<file path="src/rtl/ax25_frame_fcs_builder_core_defines.svh">
// Assertion macros shared by the frame builder modules.
// A module that uses them must have signals named clk and rst_n in scope.
`ifndef AX25_FRAME_FCS_BUILDER_CORE_DEFINES_SVH
`define AX25_FRAME_FCS_BUILDER_CORE_DEFINES_SVH

`ifndef ASSERT_OFF
`define AX_ASSERT(lbl, prop, msg) \
  lbl: assert property (@(posedge clk) disable iff (!rst_n) prop) else $error(msg);
`define AX_ASSERT_ALWAYS(lbl, prop, msg) \
  lbl: assert property (@(posedge clk) prop) else $error(msg);
`else
`define AX_ASSERT(lbl, prop, msg)
`define AX_ASSERT_ALWAYS(lbl, prop, msg)
`endif

`endif

</file>
<file path="src/rtl/ax25fb_pkg.sv">
`timescale 1ns / 1ps
`default_nettype none

package ax25fb_pkg;

  localparam int BYTE_W     = 8;
  localparam int POS_W      = 7;
  localparam int CRC_W      = 16;
  localparam int FIFO_DEPTH = 4;
  localparam int FIFO_PTR_W = $clog2(FIFO_DEPTH);
  localparam int FIFO_CNT_W = FIFO_PTR_W + 1;

  localparam logic [POS_W-1:0] POS_MAX         = 7'd127;
  localparam logic [POS_W-1:0] LAST_ADDR_RESET = 7'd20;
  localparam logic [CRC_W-1:0] CRC_INIT        = 16'hFFFF;

  // One queue entry per accepted input byte.
  typedef struct packed {
    logic [BYTE_W-1:0] data;
    logic              eof;
    logic [CRC_W-1:0]  fcs;
  } q_entry_t;

  typedef struct packed {
    logic     push;
    q_entry_t entry;
  } q_push_t;

  typedef struct packed {
    logic     valid;
    q_entry_t entry;
  } q_head_t;

  // Reflected CRC-16-CCITT update over one byte, LSB first.
  function automatic logic [CRC_W-1:0] fcs_step(input logic [CRC_W-1:0] crc,
                                                input logic [BYTE_W-1:0] b);
    logic [BYTE_W-1:0] t;
    logic [CRC_W-1:0]  r;
    t = b ^ crc[7:0];
    t = t ^ (t << 4);
    r = {t, crc[15:8]};
    r = r ^ {8'h00, (t >> 4)} ^ ({8'h00, t} << 3);
    return r;
  endfunction

endpackage

`default_nettype wire

</file>
<file path="src/rtl/ax25fb_in_if.sv">
`timescale 1ns / 1ps
`default_nettype none

interface ax25fb_in_if;
  logic                           valid;
  logic                           ready;
  logic [ax25fb_pkg::BYTE_W-1:0]  data_byte;
  logic                           end_of_frame;

  modport source (output valid, data_byte, end_of_frame, input ready);
  modport sink   (input valid, data_byte, end_of_frame, output ready);
endinterface

`default_nettype wire

</file>
<file path="src/rtl/ax25fb_out_if.sv">
`timescale 1ns / 1ps
`default_nettype none

interface ax25fb_out_if;
  logic                           valid;
  logic                           ready;
  logic [ax25fb_pkg::BYTE_W-1:0]  out_byte;
  logic                           is_fcs;
  logic                           frame_last;

  modport source (output valid, out_byte, is_fcs, frame_last, input ready);
  modport sink   (input valid, out_byte, is_fcs, frame_last, output ready);
endinterface

`default_nettype wire

</file>
<file path="src/rtl/ax25_frame_fcs_builder_core.sv">
// AX.25 frame builder with X.25 frame check sequence.
// in_ch carries one raw frame byte per transaction plus end_of_frame on the
// last content byte. Bytes up to the configured last address index are
// shifted left by one; the byte at that index gets the address-end mark.
// out_ch carries the bytes as sent; a frame's last content byte is followed
// by the complemented CRC, low byte then high byte, with is_fcs set on both
// and frame_last on the high one. cfg_we/cfg_wdata write the last address
// index, which takes effect from the next byte.
// When the path is empty, a byte accepted on in_ch is written into the queue,
// then loaded into the output register and offered on out_ch from there.
// Throughput is one output byte per cycle while the receiver is ready, so one
// input byte per cycle, except that a frame end adds the two check bytes to
// the output; a four-entry queue lets input continue while those are sent.
// Reset (rst_n low, synchronous) restores the index to 20, the CRC to 0xFFFF
// and the position to zero, and empties the queue and output register.
// When the receiver stalls, the output register holds its transaction, the
// queue fills, and in_ch.ready drops once the queue is full.
`timescale 1ns / 1ps
`default_nettype none

module ax25_frame_fcs_builder_core (
  input  wire logic                          clk,
  input  wire logic                          rst_n,
  input  wire logic                          cfg_we,
  input  wire logic [ax25fb_pkg::POS_W-1:0]  cfg_wdata,
  ax25fb_in_if.sink                          in_ch,
  ax25fb_out_if.source                       out_ch
);

  ax25fb_pkg::q_push_t q_push;
  ax25fb_pkg::q_head_t q_head;
  logic                q_full;
  logic                q_pop;

  // Front half: byte shaping and CRC.
  ax25fb_front u_front (
    .clk       (clk),
    .rst_n     (rst_n),
    .cfg_we    (cfg_we),
    .cfg_wdata (cfg_wdata),
    .in_ch     (in_ch),
    .q_full    (q_full),
    .q_push    (q_push)
  );

  // Queue decoupling the two halves.
  ax25fb_fifo u_fifo (
    .clk    (clk),
    .rst_n  (rst_n),
    .q_push (q_push),
    .q_pop  (q_pop),
    .q_full (q_full),
    .q_head (q_head)
  );

  // Back half: emits content and check bytes through the output register.
  ax25fb_back u_back (
    .clk    (clk),
    .rst_n  (rst_n),
    .q_head (q_head),
    .q_pop  (q_pop),
    .out_ch (out_ch)
  );

endmodule

`default_nettype wire

</file>
<file path="src/rtl/ax25fb_front.sv">
`timescale 1ns / 1ps
`default_nettype none

// Accepts raw bytes, applies the address shift and end mark, runs the CRC
// and queues each byte with the complemented CRC through that byte.
module ax25fb_front (
  input  wire logic                          clk,
  input  wire logic                          rst_n,
  input  wire logic                          cfg_we,
  input  wire logic [ax25fb_pkg::POS_W-1:0]  cfg_wdata,
  ax25fb_in_if.sink                          in_ch,
  input  wire logic                          q_full,
  output ax25fb_pkg::q_push_t                q_push
);

  logic [ax25fb_pkg::POS_W-1:0]  last_addr_r;
  logic [ax25fb_pkg::POS_W-1:0]  pos_r, pos_nxt;
  logic [ax25fb_pkg::CRC_W-1:0]  crc_r, crc_nxt;
  logic [ax25fb_pkg::CRC_W-1:0]  crc_upd;
  logic [ax25fb_pkg::BYTE_W-1:0] byte_tx;
  logic                          accept;

  assign in_ch.ready = !q_full;
  assign accept      = in_ch.valid && !q_full;

  always_comb begin
    byte_tx = in_ch.data_byte;
    if (pos_r <= last_addr_r) begin
      byte_tx = {in_ch.data_byte[ax25fb_pkg::BYTE_W-2:0], 1'b0};
      if (pos_r == last_addr_r) begin
        byte_tx[0] = 1'b1;
      end
    end
  end

  assign crc_upd = ax25fb_pkg::fcs_step(crc_r, byte_tx);

  always_comb begin
    crc_nxt = crc_r;
    pos_nxt = pos_r;
    if (accept) begin
      if (in_ch.end_of_frame) begin
        crc_nxt = ax25fb_pkg::CRC_INIT;
        pos_nxt = '0;
      end else begin
        crc_nxt = crc_upd;
        pos_nxt = (pos_r == ax25fb_pkg::POS_MAX) ? pos_r : pos_r + 1'b1;
      end
    end
  end

  assign q_push.push      = accept;
  assign q_push.entry.data = byte_tx;
  assign q_push.entry.eof  = in_ch.end_of_frame;
  assign q_push.entry.fcs  = ~crc_upd;

  always_ff @(posedge clk) begin
    if (!rst_n) begin
      last_addr_r <= ax25fb_pkg::LAST_ADDR_RESET;
      pos_r       <= '0;
      crc_r       <= ax25fb_pkg::CRC_INIT;
    end else begin
      if (cfg_we) begin
        last_addr_r <= cfg_wdata;
      end
      pos_r <= pos_nxt;
      crc_r <= crc_nxt;
    end
  end

endmodule

`default_nettype wire

</file>
<file path="src/rtl/ax25fb_fifo.sv">
`timescale 1ns / 1ps
`default_nettype none

`include "ax25_frame_fcs_builder_core_defines.svh"

// Short queue between the front and back halves.
module ax25fb_fifo (
  input  wire logic                  clk,
  input  wire logic                  rst_n,
  input  wire ax25fb_pkg::q_push_t   q_push,
  input  wire logic                  q_pop,
  output logic                       q_full,
  output ax25fb_pkg::q_head_t        q_head
);

  ax25fb_pkg::q_entry_t                mem_r [ax25fb_pkg::FIFO_DEPTH];
  logic [ax25fb_pkg::FIFO_PTR_W-1:0]  wr_ptr_r, rd_ptr_r;
  logic [ax25fb_pkg::FIFO_CNT_W-1:0]  count_r;
  logic                               do_pop;

  assign q_full       = (count_r == ax25fb_pkg::FIFO_CNT_W'(ax25fb_pkg::FIFO_DEPTH));
  assign q_head.valid = (count_r != '0);
  assign q_head.entry = mem_r[rd_ptr_r];
  assign do_pop       = q_pop && q_head.valid;

  always_ff @(posedge clk) begin
    if (q_push.push) begin
      mem_r[wr_ptr_r] <= q_push.entry;
    end
  end

  always_ff @(posedge clk) begin
    if (!rst_n) begin
      wr_ptr_r <= '0;
      rd_ptr_r <= '0;
      count_r  <= '0;
    end else begin
      if (q_push.push) begin
        wr_ptr_r <= wr_ptr_r + 1'b1;
      end
      if (do_pop) begin
        rd_ptr_r <= rd_ptr_r + 1'b1;
      end
      if (q_push.push && !do_pop) begin
        count_r <= count_r + 1'b1;
      end else if (!q_push.push && do_pop) begin
        count_r <= count_r - 1'b1;
      end
    end
  end

  `AX_ASSERT(a_count_bound, (count_r <= ax25fb_pkg::FIFO_CNT_W'(ax25fb_pkg::FIFO_DEPTH)), "fifo count exceeds depth")
  `AX_ASSERT(a_no_overflow, !(q_push.push && q_full && !q_pop), "push into full fifo")
  `AX_ASSERT(a_pop_moves_count, (do_pop && !q_push.push) |=> (count_r == $past(count_r) - 1'b1), "pop did not drain an entry")

endmodule

`default_nettype wire

</file>
<file path="src/rtl/ax25fb_back.sv">
`timescale 1ns / 1ps
`default_nettype none

`include "ax25_frame_fcs_builder_core_defines.svh"

// Expands each queued byte into one or three output bytes and holds them
// in an output register.
module ax25fb_back (
  input  wire logic                  clk,
  input  wire logic                  rst_n,
  input  wire ax25fb_pkg::q_head_t   q_head,
  output logic                       q_pop,
  ax25fb_out_if.source               out_ch
);

  typedef enum logic [2:0] {
    PH_DATA   = 3'b001,
    PH_FCS_LO = 3'b010,
    PH_FCS_HI = 3'b100
  } phase_t;

  phase_t                        phase_r, phase_nxt;
  logic                          out_valid_r;
  logic [ax25fb_pkg::BYTE_W-1:0] out_byte_r, out_byte_nxt;
  logic                          is_fcs_r, is_fcs_nxt;
  logic                          frame_last_r, frame_last_nxt;
  logic                          load;
  logic                          emit;

  assign load = !out_valid_r || out_ch.ready;
  assign emit = load && q_head.valid;

  always_comb begin
    phase_nxt      = phase_r;
    q_pop          = 1'b0;
    out_byte_nxt   = q_head.entry.data;
    is_fcs_nxt     = 1'b0;
    frame_last_nxt = 1'b0;
    unique case (phase_r)
      PH_DATA: begin
        if (emit) begin
          if (q_head.entry.eof) begin
            phase_nxt = PH_FCS_LO;
          end else begin
            q_pop = 1'b1;
          end
        end
      end
      PH_FCS_LO: begin
        out_byte_nxt = q_head.entry.fcs[7:0];
        is_fcs_nxt   = 1'b1;
        if (emit) begin
          phase_nxt = PH_FCS_HI;
        end
      end
      PH_FCS_HI: begin
        out_byte_nxt   = q_head.entry.fcs[15:8];
        is_fcs_nxt     = 1'b1;
        frame_last_nxt = 1'b1;
        if (emit) begin
          phase_nxt = PH_DATA;
          q_pop     = 1'b1;
        end
      end
      default: begin
        phase_nxt = PH_DATA;
      end
    endcase
  end

  always_ff @(posedge clk) begin
    if (!rst_n) begin
      phase_r     <= PH_DATA;
      out_valid_r <= 1'b0;
    end else begin
      phase_r <= phase_nxt;
      if (load) begin
        out_valid_r <= q_head.valid;
      end
    end
  end

  always_ff @(posedge clk) begin
    if (emit) begin
      out_byte_r   <= out_byte_nxt;
      is_fcs_r     <= is_fcs_nxt;
      frame_last_r <= frame_last_nxt;
    end
  end

  assign out_ch.valid      = out_valid_r;
  assign out_ch.out_byte   = out_byte_r;
  assign out_ch.is_fcs     = is_fcs_r;
  assign out_ch.frame_last = frame_last_r;

  `AX_ASSERT(a_fcs_needs_head, (phase_r != PH_DATA) |-> q_head.valid, "check bytes pending without queued entry")
  `AX_ASSERT(a_last_is_fcs, (out_valid_r && frame_last_r) |-> is_fcs_r, "frame end on a non-check byte")
  `AX_ASSERT(a_hi_follows_lo, (out_valid_r && out_ch.ready && is_fcs_r && !frame_last_r) |=> (out_valid_r && frame_last_r), "high check byte did not follow low one")

endmodule

`default_nettype wire
</file>
<file path="src/flat_wrapper.sv">
// flat-port wrapper written by rule: the top's interface ports become plain ports
module ax25_frame_fcs_builder_core_flat 
  (clk, rst_n, cfg_we, cfg_wdata, in_ch_valid, in_ch_data_byte, in_ch_end_of_frame, in_ch_ready, out_ch_valid, out_ch_out_byte, out_ch_is_fcs, out_ch_frame_last, out_ch_ready);
  ax25fb_in_if in_ch_i ();
  ax25fb_out_if out_ch_i ();
  input  wire logic clk;
  input  wire logic rst_n;
  input  wire logic cfg_we;
  input  wire logic [ax25fb_pkg::POS_W-1:0] cfg_wdata;
  input wire logic [$bits(in_ch_i.valid)-1:0] in_ch_valid;
  input wire logic [$bits(in_ch_i.data_byte)-1:0] in_ch_data_byte;
  input wire logic [$bits(in_ch_i.end_of_frame)-1:0] in_ch_end_of_frame;
  output wire logic [$bits(in_ch_i.ready)-1:0] in_ch_ready;
  output wire logic [$bits(out_ch_i.valid)-1:0] out_ch_valid;
  output wire logic [$bits(out_ch_i.out_byte)-1:0] out_ch_out_byte;
  output wire logic [$bits(out_ch_i.is_fcs)-1:0] out_ch_is_fcs;
  output wire logic [$bits(out_ch_i.frame_last)-1:0] out_ch_frame_last;
  input wire logic [$bits(out_ch_i.ready)-1:0] out_ch_ready;
  assign in_ch_i.valid = in_ch_valid;
  assign in_ch_i.data_byte = in_ch_data_byte;
  assign in_ch_i.end_of_frame = in_ch_end_of_frame;
  assign in_ch_ready = in_ch_i.ready;
  assign out_ch_valid = out_ch_i.valid;
  assign out_ch_out_byte = out_ch_i.out_byte;
  assign out_ch_is_fcs = out_ch_i.is_fcs;
  assign out_ch_frame_last = out_ch_i.frame_last;
  assign out_ch_i.ready = out_ch_ready;
  ax25_frame_fcs_builder_core u_core (.clk(clk), .rst_n(rst_n), .cfg_we(cfg_we), .cfg_wdata(cfg_wdata), .in_ch(in_ch_i), .out_ch(out_ch_i));
endmodule
</file>
<file path="config.mk">
export PLATFORM = sky130hd
export DESIGN_NAME = ax25_frame_fcs_builder_core_flat
export DESIGN_NICKNAME = d
export VERILOG_FILES = /design/src/rtl/ax25fb_pkg.sv /design/src/rtl/ax25fb_in_if.sv /design/src/rtl/ax25fb_out_if.sv /design/src/rtl/ax25_frame_fcs_builder_core.sv /design/src/rtl/ax25fb_front.sv /design/src/rtl/ax25fb_fifo.sv /design/src/rtl/ax25fb_back.sv /design/src/flat_wrapper.sv
export VERILOG_INCLUDE_DIRS = /design/src /design/src/rtl
export SDC_FILE = /design/constraint.sdc
export NUM_CORES = 1
export LEC_CHECK = 0
export ABC_AREA = 1
export BUFFER_PORTS_ARGS = -buffer_cell sky130_fd_sc_hd__buf_2
export CAP_MARGIN = 10
export CORE_ASPECT_RATIO = 1.25
export CORE_MARGIN = 5
export CORE_UTILIZATION = 55
export DETAILED_ROUTE_END_ITERATION = 8
export PLACE_DENSITY = 0.8
export SYNTH_ARGS = -nofsm -noshare
export SYNTH_HDL_FRONTEND = slang
export SYNTH_SLANG_ARGS = --single-unit
</file>
<file path="constraint.sdc">
create_clock -name clk -period 2.5 [get_ports clk]
set_input_delay 0.125 -clock clk [delete_from_list [all_inputs] [get_ports clk]]
set_output_delay 0.125 -clock clk [all_outputs]
set_load 0.05 [all_outputs]
</file>
==> flow_metrics.tcl <==
set metrics [dict create \
    status "complete, but fails checks" \
    violations "hold timing" \
    num_vias 5190 \
    netlist_instances 677 \
    clk_root_buffer_cell "clkbuf_16" \
    reg2regPathDepth 11 \
    yosys.area_share.simple_pct 19.66 \
    grt_overflow 0 \
    clock-skew-final_ns 0.007484 \
    worstHoldPathType "in -> reg" \
    insertion_delay_ns 0.43 \
    diodes 0 \
    rrSetupSlack_ns 0.06 \
    row_count 45 \
    final-setup-viol-count 0 \
    htree_levels 4 \
    start_util_pct 56.00 \
    rsz0062_at_grt "yes" \
    critPathRequiredTime_ns 2.79 \
    die_height_um 134.4 \
    synthesis.nets 712 \
    grt_pass1_wl_mm 24.76 \
    p_comb_share_pct 30.1 \
    antenna_found_initial 0 \
    wirelength_mm 15.08 \
    fin_tns_setup_ns 0 \
    portBuffers 32 \
    drt_iter0_markers 424 \
    synth.avg_cell_area_um2 10.06 \
    ios 33 \
    crit_type "reg -> reg" \
    start_kind "flop" \
    timing.hold.ws_ns -0.002015 \
    drtPass1Iterations 5 \
    max_freq_mhz 409.5 \
    p_switching_w 0.003041 \
    r2r_end "u_core.u_front.crc_r[6]" \
    syn_area_um2 6810 \
    cts_buffers 17 \
    ys_seq_area_share_pct 61.14 \
    synth_warnings 0 \
    placed_cell_area_um2 7188 \
    clkPwrFrac_pct 28.2 \
    cts.path.max_buffers 2 \
    ys_types 34 \
    wl_per_cell_um 16.60 \
    yosys.area_share.adder_pct 2.682 \
    nets 766 \
    worstSetupEndpointType "flop" \
    dieArea_um2 14720 \
    synth_top_family_by_area "simple AND/OR/NAND/NOR gates" \
    synth_compound_area_share_pct 10.75 \
    grt_max_degree 49 \
    hold_depth 3 \
    power.density_nw_per_um2 1064 \
    track_usage_pct 21.90 \
    drv_cap 0 \
    hold_viol_final 1 \
    layout_min_cycle_time_ns 2.442 \
    route.detailed.drc 0 \
    r2r_start "u_core.u_front.last_addr_r[4]" \
    drive_gt1_share_pct 16.94 \
    fp.dieW_um 109.5 \
    design_area_um2 7903 \
    hold_path_end "u_core.u_front.last_addr_r[5]" \
    worst_slew_pin_slew_ns 0.9467 \
    clkSlewWorstSetupHoldPaths_ns 0.07 \
    max_slew_margin_pct 36.65 \
    drv_slew 0 \
    internal_power_w 0.005371 \
    ir_drop_mv 0.5819 \
    gp_congestion 0.8803 \
    seqPwrFrac_pct 41.7 \
    syn_to_final_growth_pct 16.04 \
    synth-seq-cells 153 \
    core-area_um2 12160 \
    vias_per_cell 5.716 \
    synthMuxAreaShare_pct 0 \
    cts_tree "yes" \
    hpwlAfterDp_mm 9.754 \
    cts_sinks 153 \
    critPathArrivalTime_ns 2.73 \
    power_leakage_nw 3.185 \
    drt.antenna.violating_nets 0 \
    switching_share_pct 36.15 \
    power.total_w 0.008412 \
    cp_max_fo 16 \
    grt_pass1_vias 5065 \
    finalCritPeriodShare_pct 97.68 \
    min-delay-start "cfg_wdata[5]" \
    fillers 921 \
    synth_xor_area_share_pct 0.5144 \
]
## stage by stage
stage | utilization [%] | worst slack (ns) | instances
2_1_floorplan | - | -0.2745 | 677
3_3_place_gp | 59.10 | 0.2013 | 864
3_5_place_dp | 59.10 | 0.06009 | 864
4_1_cts | 64.56 | 0.02852 | 907
5_1_grt | 64.98 | -0.06553 | 908
6_report | 64.98 | 0.05802 | 908
## sequential cells by signal, summed over array words and instances, names as in the netlist, named ones only
name                             count
u_core.u_back.out_ch.frame_last      1
u_core.u_back.out_ch.is_fcs          1
u_core.u_back.out_ch.out_byte        8
u_core.u_back.out_ch.valid           1
u_core.u_back.phase_r                3
u_core.u_fifo.count_r                3
u_core.u_fifo.mem_r                100
u_core.u_fifo.rd_ptr_r               2
u_core.u_fifo.wr_ptr_r               2
u_core.u_front.crc_r                16
u_core.u_front.last_addr_r           7
u_core.u_front.pos_r                 7
## cell families (layout without fill, tap and decap cells)
family                     Yosys count  count (layout)
adders and majority gates           14              14
DFF                                153             153
xor gates and xnor gates             4               4
AOI/OAI and AO/OA                  123             123
and+or+nand+nor                    296             296
buffers and inverters               87             154
## routing by layer
metal / track usage (%) / vias to the layer above / part of all wire (%)
met5: 0 / - / 0
met4: 9.009 / 0 / 2.8
met3: 4.381 / 34 / 5.7
met2: 37.27 / 176 / 51
met1: 26.97 / 2517 / 41
li1: - / 2463 / -
## worst max path at each step
| stage | endpoint | cells past startpoint | startpoint | slack, ns |
|---|---|---|---|---|
| global route | u_core.u_front.crc_r[6] | 11 | u_core.u_front.last_addr_r[4] | -0.07 |
| floorplan | u_core.u_fifo.mem_r[0][0] | 5 | u_core.u_fifo.count_r[0] | -0.27 |
| global placement | u_core.u_fifo.mem_r[1][3] | 14 | u_core.u_front.pos_r[3] | 0.20 |
| detailed placement | u_core.u_fifo.mem_r[0][10] | 15 | u_core.u_front.last_addr_r[6] | 0.06 |
| CTS | u_core.u_fifo.mem_r[1][10] | 15 | u_core.u_front.last_addr_r[6] | 0.03 |
| finish | u_core.u_front.crc_r[6] | 11 | u_core.u_front.last_addr_r[4] | 0.06 |
## power groups by stage
stage	Clock, W	Combinational, W	Sequential [W]
5_1_grt	0.00252	0.00278	0.00354
3_3_place_gp	0	0.00236	0.00353
6_report	0.00237	0.00253	0.00350
3_5_place_dp	0	0.00247	0.00355
2_1_floorplan	0	0.00147	0.00384
4_1_cts	0.00239	0.00252	0.00350
## Yosys cell counts
| cell type | n | area share [%] |
|---|---|---|
| a21oi_2 | 2 | 0.26 |
| nand2_4 | 4 | 0.66 |
| nand4_4 | 1 | 0.31 |
| xnor2_1 | 1 | 0.13 |
| nand4_1 | 1 | 0.092 |
| buf_4 | 2 | 0.22 |
| fa_1 | 1 | 0.29 |
| buf_1 | 4 | 0.22 |
| clkbuf_1 | 17 | 0.94 |
| buf_2 | 2 | 0.15 |
| buf_8 | 1 | 0.22 |
| o21ai_1 | 6 | 0.44 |
| nand2_1 | 99 | 5.5 |
| xor2_1 | 3 | 0.39 |
| edfxtp_1 | 110 | 49 |
| nand3_2 | 2 | 0.29 |
| o31ai_1 | 2 | 0.22 |
| nor3b_1 | 1 | 0.11 |
| nand3_1 | 73 | 5.4 |
| a21oi_1 | 38 | 2.8 |
| nand3b_2 | 1 | 0.17 |
| a211oi_1 | 4 | 0.44 |
| inv_2 | 1 | 0.055 |
| nor2_1 | 90 | 5.0 |
| nor3_1 | 2 | 0.15 |
| nand2_2 | 21 | 1.9 |
| o32ai_1 | 24 | 3.1 |
| a31oi_1 | 3 | 0.28 |
| dfxtp_1 | 43 | 13 |
| o21ai_0 | 44 | 3.2 |
| inv_1 | 59 | 3.3 |
| ha_1 | 13 | 2.4 |
| clkbuf_8 | 1 | 0.20 |
| nor2_4 | 1 | 0.17 |
## critical path, cell delays in order (launching register included)
cell and delay, ns:
dfxtp_1 0.33, inv_1 0.06, ha_1 0.30, nand2_1 0.10, nor2_4 0.14, nand4_4 0.16, buf_6 0.20, nand3_1 0.16
nand3_1 0.12, nand2_2 0.16, xor2_1 0.40, o21ai_0 0.15
## area by class of cell
type / count / area (um^2) / area share, %
Clock buffer: 18 / 439.2 / 5.557
Clock inverter: 14 / 113.9 / 1.441
Inverter: 60 / 225.2 / 2.850
Multi-Input combinational cell: 437 / 2338 / 29.59
Sequential cell: 153 / 4164 / 52.69
Tap cell: 164 / 205.2 / 2.597
Timing Repair Buffer: 62 / 416.7 / 5.272
## timing repair
action | CTS | global route
endpoints found under the hold margin | 10 | 0
gates resized for setup | 0 | 11
setup endpoints to repair | 0 | 43
setup buffers | 0 | 1
hold buffers | 11 | 0
## cell usage in the layout (no fill, tap or decap), types with 2 or more instances in the layout
cell / instances
xor2_1: 3
buf_2: 32
edfxtp_1: 110
o21ai_1: 8
o32ai_1: 24
buf_4: 18
nand2_2: 27
a211oi_1: 4
nor3_1: 2
dlygate4sd3_1: 11
a21oi_1: 38
o31ai_1: 2
nand2_1: 93
dfxtp_1: 43
nor2_1: 86
inv_1: 59
nand2_8: 2
inv_6: 6
clkbuf_16: 17
clkinvlp_4: 4
nor2_2: 4
nand3_2: 2
nand3_1: 73
nand2_4: 2
a31oi_1: 3
o21ai_0: 42
clkinv_4: 3
ha_1: 13
No activity file was read; power rests on OpenSTA's default activity.
